File: config.mk
export PLATFORM = sky130hd
export DESIGN_NAME = trbm_ctrl
export DESIGN_NICKNAME = d
export VERILOG_FILES = /design/src/rtl/trbm_pkg.sv /design/src/rtl/trbm_ctrl.sv
export SDC_FILE = /design/constraint.sdc
export NUM_CORES = 1
export LEC_CHECK = 0
export BUFFER_PORTS_ARGS = -buffer_cell sky130_fd_sc_hd__buf_2
export CAP_MARGIN = 10
export CORE_UTILIZATION = 45
export DETAILED_ROUTE_END_ITERATION = 10
export GPL_TIMING_DRIVEN = 1
export PLACE_DENSITY = 0.69
export SLEW_MARGIN = 15
export SYNTH_ARGS = -nofsm -noshare
export SYNTH_HDL_FRONTEND = slang
export SYNTH_SLANG_ARGS = --single-unit
File: constraint.sdc
create_clock -name clk -period 3.24 [get_ports clk]
set_clock_uncertainty 0.05 [all_clocks]
set_input_delay 0.486 -clock clk [delete_from_list [all_inputs] [get_ports clk]]
set_output_delay 0.486 -clock clk [all_outputs]
set_load 0.1 [all_outputs]
File: src/rtl/trbm_pkg.sv
// Package for the table row block mover: field widths, operation and register codes,
// and the types shared by the controller, the store and the top level.
// Depends on nothing.
`default_nettype none

package trbm_pkg;

  localparam int ROW_W      = 9;
  localparam int COL_W      = 5;
  localparam int DATA_W     = 32;
  localparam int OP_W       = 2;
  localparam int CFG_IDX_W  = 1;
  localparam int CFG_DATA_W = 9;

  localparam logic [OP_W-1:0] OP_WRITE = 2'd0;
  localparam logic [OP_W-1:0] OP_READ  = 2'd1;
  localparam logic [OP_W-1:0] OP_MOVE  = 2'd2;

  localparam logic [CFG_IDX_W-1:0] REG_ROW_COUNT = 1'd0;
  localparam logic [CFG_IDX_W-1:0] REG_COL_COUNT = 1'd1;

  localparam logic [ROW_W-1:0] ROW_COUNT_RST = 9'd256;
  localparam logic [COL_W-1:0] COL_COUNT_RST = 5'd16;

  typedef enum logic [1:0] {
    KIND_NONE,
    KIND_WRITE,
    KIND_READ,
    KIND_MOVE
  } cmd_kind_t;

  typedef enum logic [1:0] {
    WSRC_VALUE,
    WSRC_TAB,
    WSRC_BLK
  } wsrc_t;

  typedef enum logic [1:0] {
    PH_SAVE,
    PH_SHIFT,
    PH_RESTORE
  } phase_t;

  typedef enum logic [2:0] {
    ST_IDLE,
    ST_RD_WAIT,
    ST_COPY,
    ST_DRAIN,
    ST_FINISH
  } state_t;

  typedef struct packed {
    cmd_kind_t        kind;
    logic             status;
    logic [ROW_W-1:0] first_row;
    logic [ROW_W-1:0] last_row;
    logic [ROW_W-1:0] dest_row;
  } cmd_t;

  typedef struct packed {
    logic  tab_re;
    logic  tab_we;
    logic  blk_re;
    logic  blk_we;
    wsrc_t wsrc;
  } mem_ctl_t;

endpackage

`default_nettype wire

File: src/rtl/trbm_ctrl.sv
// Sequencer for cell accesses and row block moves: issues reads, pipelined write-backs
// and the per-column save, shift and restore passes. Depends on trbm_pkg.
`default_nettype none

module trbm_ctrl #(
  parameter int MAX_ROWS = 256,
  parameter int MAX_COLS = 16,
  localparam int DEPTH = MAX_ROWS * MAX_COLS,
  localparam int AW = (DEPTH > 1) ? $clog2(DEPTH) : 1,
  localparam int BW = (MAX_ROWS > 1) ? $clog2(MAX_ROWS) : 1
) (
  input  wire logic                         clk,
  input  wire logic                         rst_n,
  input  wire logic                         start,
  input  wire trbm_pkg::cmd_t               cmd,
  input  wire logic [AW-1:0]                cell_idx,
  input  wire logic [trbm_pkg::ROW_W-1:0]   row_count,
  input  wire logic [trbm_pkg::COL_W-1:0]   col_count,
  input  wire logic [trbm_pkg::DATA_W-1:0]  tab_rdata,
  input  wire logic                         slot_free,
  output logic                              idle,
  output logic                              done,
  output logic                              res_status,
  output logic      [trbm_pkg::DATA_W-1:0]  res_value,
  output trbm_pkg::mem_ctl_t                mctl,
  output logic      [AW-1:0]                tab_raddr,
  output logic      [AW-1:0]                tab_waddr,
  output logic      [BW-1:0]                blk_raddr,
  output logic      [BW-1:0]                blk_waddr
);

  trbm_pkg::state_t state_r, state_nxt;
  trbm_pkg::phase_t phase_r;

  logic [trbm_pkg::ROW_W-1:0] cnt_r, src_r, dst_r, wp_dst_r;
  logic [trbm_pkg::ROW_W-1:0] first0_r, nline_r, mid_r, newdst_r, shift_src_r, shift_dst_r;
  logic                       desc_r, up_r, wp_valid_r;
  logic [trbm_pkg::COL_W-1:0] col_r;
  logic [AW-1:0]              base_r;
  logic                       res_status_r;
  logic [trbm_pkg::DATA_W-1:0] res_value_r;

  logic [trbm_pkg::ROW_W-1:0] mv_nline, mv_mid, mv_newdst, mv_shift_src, mv_shift_dst;
  logic                       mv_up, last_col;

  // Block geometry, worked out once when a move is taken.
  always_comb begin
    mv_up        = cmd.dest_row > cmd.last_row;
    mv_nline     = cmd.last_row - cmd.first_row + 9'd1;
    mv_mid       = mv_up ? (cmd.dest_row - cmd.last_row)
                         : (cmd.first_row - cmd.dest_row - 9'd1);
    mv_newdst    = mv_up ? (cmd.dest_row - mv_nline) : cmd.dest_row;
    mv_shift_src = mv_up ? cmd.last_row : (cmd.first_row - 9'd2);
    mv_shift_dst = mv_up ? (cmd.first_row - 9'd1) : (cmd.last_row - 9'd1);
  end

  assign last_col = (col_r == (col_count - 5'd1));

  always_comb begin
    state_nxt = state_r;
    unique case (state_r)
      trbm_pkg::ST_IDLE: begin
        if (start) begin
          case (cmd.kind)
            trbm_pkg::KIND_READ: state_nxt = trbm_pkg::ST_RD_WAIT;
            trbm_pkg::KIND_MOVE: state_nxt = trbm_pkg::ST_COPY;
            default:             state_nxt = trbm_pkg::ST_FINISH;
          endcase
        end
      end
      trbm_pkg::ST_RD_WAIT: state_nxt = trbm_pkg::ST_FINISH;
      trbm_pkg::ST_COPY: begin
        if (cnt_r == 9'd1) begin
          state_nxt = trbm_pkg::ST_DRAIN;
        end
      end
      trbm_pkg::ST_DRAIN: begin
        if (phase_r == trbm_pkg::PH_RESTORE && last_col) begin
          state_nxt = trbm_pkg::ST_FINISH;
        end else begin
          state_nxt = trbm_pkg::ST_COPY;
        end
      end
      trbm_pkg::ST_FINISH: begin
        if (slot_free) begin
          state_nxt = trbm_pkg::ST_IDLE;
        end
      end
      default: state_nxt = trbm_pkg::ST_IDLE;
    endcase
  end

  always_ff @(posedge clk) begin
    if (!rst_n) begin
      state_r    <= trbm_pkg::ST_IDLE;
      phase_r    <= trbm_pkg::PH_SAVE;
      cnt_r      <= '0;
      col_r      <= '0;
      wp_valid_r <= 1'b0;
    end else begin
      state_r    <= state_nxt;
      wp_valid_r <= (state_r == trbm_pkg::ST_COPY);
      case (state_r)
        trbm_pkg::ST_IDLE: begin
          if (start && cmd.kind == trbm_pkg::KIND_MOVE) begin
            phase_r <= trbm_pkg::PH_SAVE;
            cnt_r   <= mv_nline;
            col_r   <= '0;
          end
        end
        trbm_pkg::ST_COPY: cnt_r <= cnt_r - 9'd1;
        trbm_pkg::ST_DRAIN: begin
          case (phase_r)
            trbm_pkg::PH_SAVE: begin
              phase_r <= trbm_pkg::PH_SHIFT;
              cnt_r   <= mid_r;
            end
            trbm_pkg::PH_SHIFT: begin
              phase_r <= trbm_pkg::PH_RESTORE;
              cnt_r   <= nline_r;
            end
            default: begin
              phase_r <= trbm_pkg::PH_SAVE;
              cnt_r   <= nline_r;
              col_r   <= col_r + 5'd1;
            end
          endcase
        end
        default: ;
      endcase
    end
  end

  always_ff @(posedge clk) begin
    wp_dst_r <= dst_r;
    case (state_r)
      trbm_pkg::ST_IDLE: begin
        if (start) begin
          res_status_r <= cmd.status;
          res_value_r  <= '0;
          first0_r     <= cmd.first_row - 9'd1;
          nline_r      <= mv_nline;
          mid_r        <= mv_mid;
          newdst_r     <= mv_newdst;
          shift_src_r  <= mv_shift_src;
          shift_dst_r  <= mv_shift_dst;
          up_r         <= mv_up;
          src_r        <= cmd.first_row - 9'd1;
          dst_r        <= '0;
          desc_r       <= 1'b0;
          base_r       <= '0;
        end
      end
      trbm_pkg::ST_RD_WAIT: res_value_r <= tab_rdata;
      trbm_pkg::ST_COPY: begin
        src_r <= desc_r ? (src_r - 9'd1) : (src_r + 9'd1);
        dst_r <= desc_r ? (dst_r - 9'd1) : (dst_r + 9'd1);
      end
      trbm_pkg::ST_DRAIN: begin
        case (phase_r)
          trbm_pkg::PH_SAVE: begin
            src_r  <= shift_src_r;
            dst_r  <= shift_dst_r;
            desc_r <= !up_r;
          end
          trbm_pkg::PH_SHIFT: begin
            src_r  <= '0;
            dst_r  <= newdst_r;
            desc_r <= 1'b0;
          end
          default: begin
            src_r  <= first0_r;
            dst_r  <= '0;
            desc_r <= 1'b0;
            base_r <= base_r + AW'(row_count);
          end
        endcase
      end
      default: ;
    endcase
  end

  always_comb begin
    mctl      = '{tab_re: 1'b0, tab_we: 1'b0, blk_re: 1'b0, blk_we: 1'b0,
                  wsrc: trbm_pkg::WSRC_TAB};
    tab_raddr = base_r + AW'(src_r);
    tab_waddr = base_r + AW'(wp_dst_r);
    blk_raddr = BW'(src_r);
    blk_waddr = BW'(wp_dst_r);
    unique case (state_r)
      trbm_pkg::ST_IDLE: begin
        if (start && cmd.kind == trbm_pkg::KIND_WRITE) begin
          mctl.tab_we = 1'b1;
          mctl.wsrc   = trbm_pkg::WSRC_VALUE;
          tab_waddr   = cell_idx;
        end
        if (start && cmd.kind == trbm_pkg::KIND_READ) begin
          mctl.tab_re = 1'b1;
          tab_raddr   = cell_idx;
        end
      end
      trbm_pkg::ST_COPY: begin
        if (phase_r == trbm_pkg::PH_RESTORE) begin
          mctl.blk_re = 1'b1;
        end else begin
          mctl.tab_re = 1'b1;
        end
      end
      default: ;
    endcase
    // Write-back of the word read in the previous cycle.
    if (wp_valid_r) begin
      case (phase_r)
        trbm_pkg::PH_SAVE:  mctl.blk_we = 1'b1;
        trbm_pkg::PH_SHIFT: mctl.tab_we = 1'b1;
        default: begin
          mctl.tab_we = 1'b1;
          mctl.wsrc   = trbm_pkg::WSRC_BLK;
        end
      endcase
    end
  end

  assign idle       = (state_r == trbm_pkg::ST_IDLE);
  assign done       = (state_r == trbm_pkg::ST_FINISH) && slot_free;
  assign res_status = res_status_r;
  assign res_value  = res_value_r;

endmodule

`default_nettype wire

==> reports/results.env <==
MAX_SLEW.WORST_PIN.SLEW_PS=728
FINAL_MAX_SLEW_VIOL_COUNT=0
GRT_SETUP_UNREPAIRED='true'
VIAS=8259
YS_SEQ_AREA_SHARE_PCT=41.3
SYNTH_AREA_PER_CELL_SQ_UM=9.67
CTS.ROOT.BUFFER_CELL='clkbuf_16'
CP_SLOWEST_STAGE_DELAY_PS=430
SITE_ROWS=54
AREA_DELTA_SYNTH_FINAL_PCT=29.4
CTS_BUFFERS=17
R2R_END='base_r[8]$_SDFFCE_PN0P_'
IO_BUFFERS=172
COUNT_OF_MAPPED_CELLS_OUT_OF_SYNTHESIS=1041
HOLDCRITPATHCLASS='primary input to register'
ROUTE.DETAILED.WL_PER_INST_UM=16.2
WORSTREG2REGSTART='base_r[0]$_SDFFCE_PN0P_'
STDCELL_COUNT=1545
FIN_HOLD_WS_PS=190
PRE_CTS_SLACK_PS=-295
MIN_DELAY_WORST_ENDPOINT='res_status$_DFFE_PP_'
FINALWEIGHTEDCONGESTION=0.934
YOSYSTOPAREACELL='edfxtp_1'
DRT_FIRST_ITER_VIOLATIONS=469
SETUP_WS_PS=-83.7
CORE-AREA_SQ_MM=0.0219
CRIT_ARRIVAL_PS=2790
WORST-PATH-MAX-FANOUT=3
GRT_PASS1_WL_UM=39200
SYN-CELL-AREA_SQ_MM=0.0101
CP-STARTPOINT='src_r[2]$_DFFE_PP_'
VIOLATED_CHECKS='setup timing'
WORSTREGTOREGCELLS=13
DETAIL_ROUTE.FIRST_PASS.ITERATIONS=5
CRIT_SLOWEST_CELL='edfxtp_1'
FLOORPLAN.DIE.WIDTH_UM=152
SYNTH_WARNINGS=0
CP_TOP_FAMILY='compound AO/OA/AOI/OAI gates'
DRT_WL_TOTAL_UM=25100
VIAS_IN_THE_FIRST_GLOBAL_ROUTE=7826
VIA_PER_INST=5.35
CRITICAL_PATH_REQUIRED_PS=2700
FILLER_CELL_COUNT=1881
PLACE_HPWL_UM=19700
TOTAL_DIE_AREA_SQ_MM=0.0230
ANTENNADIODECOUNT=0
REG2REG_SETUP_SLACK_PS=410
ANTENNA_VIOLATING_NETS_POST_ROUTE=0
YS_DOMINANT_REG_CELL='edfxtp_1'
WORST_HOLD_PATH.NUM_CELLS=1
CLKSINKCOUNT=148
CTS-HTREE-LEVELS=4
NETLIST_TOP_CELLS_AREA='edfxtp_1, ha_1, dfxtp_1'
SETUP_VIOLATIONS=5
INITIAL_ANTENNA_VIOLATION_COUNT=0
FINAL_HOLD_VIOL_COUNT=0
START_UTIL_PCT=46.0
HOLDCRITSTARTPOINT='cmd[27]'
GRT_START_MAX_NET_PINS=57
LAYOUT_WORST_PATH_CYCLE_SHARE_PCT=103
GLOBAL_ROUTE.USAGE.TOTAL_PCT=22.1
DRIVE_ABOVE_1_SHARE_PCT=28.9
MAXIMUM_CLOCK_FREQUENCY_MHz=301
REMAINING_GLOBAL_ROUTE_OVERFLOW=0
ASYNC_FLOP_SHARE_PCT=0
RUN_STATUS='finished with violations'
CLOCK_PIN_SLEW_OF_THE_REGISTERS_ON_THE_WORST_CASE_SETUP_AND_HOLD_PATHS_PS=60
STARTPOINT_TYPE='register'
SYNTHDISTINCTLIBCELLS=65
FINAL_CORE_UTIL_PCT=59.5
CTS_TREE='done'
TIMING.CRITICAL_PATH.BUF_INV=1
NUMBER_OF_BUFFERS_ON_THE_LONGEST_CLOCK_PATH=2
DESIGN.FINAL.NETS=1439
DPL.CELL_COUNT=1500
CRITPATHCAPTURETYPE='primary output'
MAX_CAP_VIOL_COUNT=0
SYNTH_LARGEST_TYPE_AREA_FRACTION_PCT=35.5
INSERTION_DELAY_PS=420
ROUTE.DETAILED.DRC=0
SYNTH.FF_LATCH_COUNT=148
SYNTH-EDFF-COUNT=119
SLEW_HR_PCT=51.5
MAPPEDNETLISTNETS=1228
TIMING.CRITICAL_PATH.CELLS='ha_1 > nor2b_2 > o21ai_2 > a21boi_2 > o21ai_2 > a21boi_2 > o21a_1 > o21a_1 > o31ai_4 > buf_12'
PATH_TYPE_OF_THE_WORST_SETUP_PATH='register to primary output'
TOP_LEVEL_PORTS=173
PERIOD_MINUS_SLACK_PS=3320
DIE_Y_UM=152
POST_CTS_HOLD_BUFFER_COUNT=0
## worst max-delay path by stage
stage                            end  slack, ps  cells past startpoint
3_3_place_gp   newdst_r[7]$_DFFE_PP_       -250                     15
5_1_grt                 tab_raddr[8]       -200                     10
3_5_place_dp   newdst_r[7]$_DFFE_PP_       -300                     15
2_1_floorplan          tab_raddr[10]       -770                      7
6_report                tab_raddr[8]        -80                     10
4_1_cts                tab_waddr[10]       -120                     12
## repair_timing
item / 4_1_cts / 5_1_grt
setup endpoints to repair: 10 / 13
hold endpoints to repair: 0 / 0
setup buffers: 10 / 5
gates resized for setup: 22 / 22
pin swaps: 20 / 23
## synth_stat cells, types with 3 or more instances
library cell / number
edfxtp_1: 119
ha_1: 86
nand2_1: 85
nor2_1: 77
a21oi_1: 75
inv_1: 72
o21ai_0: 71
xnor2_1: 52
xor2_1: 41
and2_1: 40
clkbuf_1: 30
dfxtp_1: 29
nor2b_1: 23
nor3_1: 20
a21o_1: 19
nand3_1: 18
buf_4: 16
a22oi_1: 10
mux2i_1: 10
fa_1: 9
nand2b_1: 9
o21a_1: 9
a21boi_0: 8
o21bai_1: 8
o211ai_1: 7
a222oi_1: 6
a31oi_1: 6
and3_1: 6
nor3b_1: 6
a221o_1: 5
buf_2: 5
mux2_2: 5
nor4_1: 5
nand4_1: 4
o221ai_1: 4
o31ai_1: 4
nand3b_1: 3
o22ai_1: 3
o41ai_1: 3
## routing by layer
metal,part of all wire (%),vias up,GRT usage (%)
li1,-,4133,-
met5,0,-,0
met1,45,3866,29.2
met2,48,225,36.8
met3,5.3,35,3.44
met4,2.0,0,7.57
## layout make-up
cell class	count	area [sq um]	area share, %
clock inverter	15	119	0.913
timing repair buffer	243	1790	13.8
multi-input combinational	770	5900	45.3
sequential	148	4150	31.9
inverter	72	287	2.20
clock buffer	17	425	3.27
tap	280	350	2.69
## through the flow
stage	setup TNS [ps]	cell area [sq um]
after CTS	-700	12900
after detailed placement	-660	12200
final	-120	13000
after global routing	-1240	13000
after global placement	-525	12200
after floorplan	-6150	10500
## state kept, by name (all words and copies together), names as in the netlist
signal / count
res_value: 32
base_r: 12
wp_valid_r: 1
up_r: 1
desc_r: 1
phase_r: 2
first0_r: 9
newdst_r: 9
res_status: 1
cnt_r: 9
src_r: 9
dst_r: 9
mid_r: 9
col_r: 5
state_r: 3
shift_src_r: 9
shift_dst_r: 9
wp_dst_r: 9
nline_r: 9
## layout by cell type, fill, tap and decap left out, types with 19 or more instances in the layout
cell / synthesis / routed
buf_2: 5 / 147
edfxtp_1: 119 / 119
ha_1: 86 / 80
nand2_1: 85 / 78
nor2_1: 77 / 76
buf_4: 16 / 66
inv_1: 72 / 65
a21oi_1: 75 / 61
o21ai_0: 71 / 54
xnor2_1: 52 / 51
and2_1: 40 / 40
xor2_1: 41 / 38
dfxtp_1: 29 / 29
buf_12: 0 / 26
nor2b_1: 23 / 21
a21o_1: 19 / 19
## cells by family after synthesis
logic type,share of synthesized area [%]
buf+inv,5.25
simple gates,15.1
mux,1.55
xor+xnor,8.09
compound gates,16.0
flops,41.3
fa+ha+maj,12.7
Power is not shown: default switching activity piles up to over one toggle a cycle in this logic, so the estimate is an artifact.
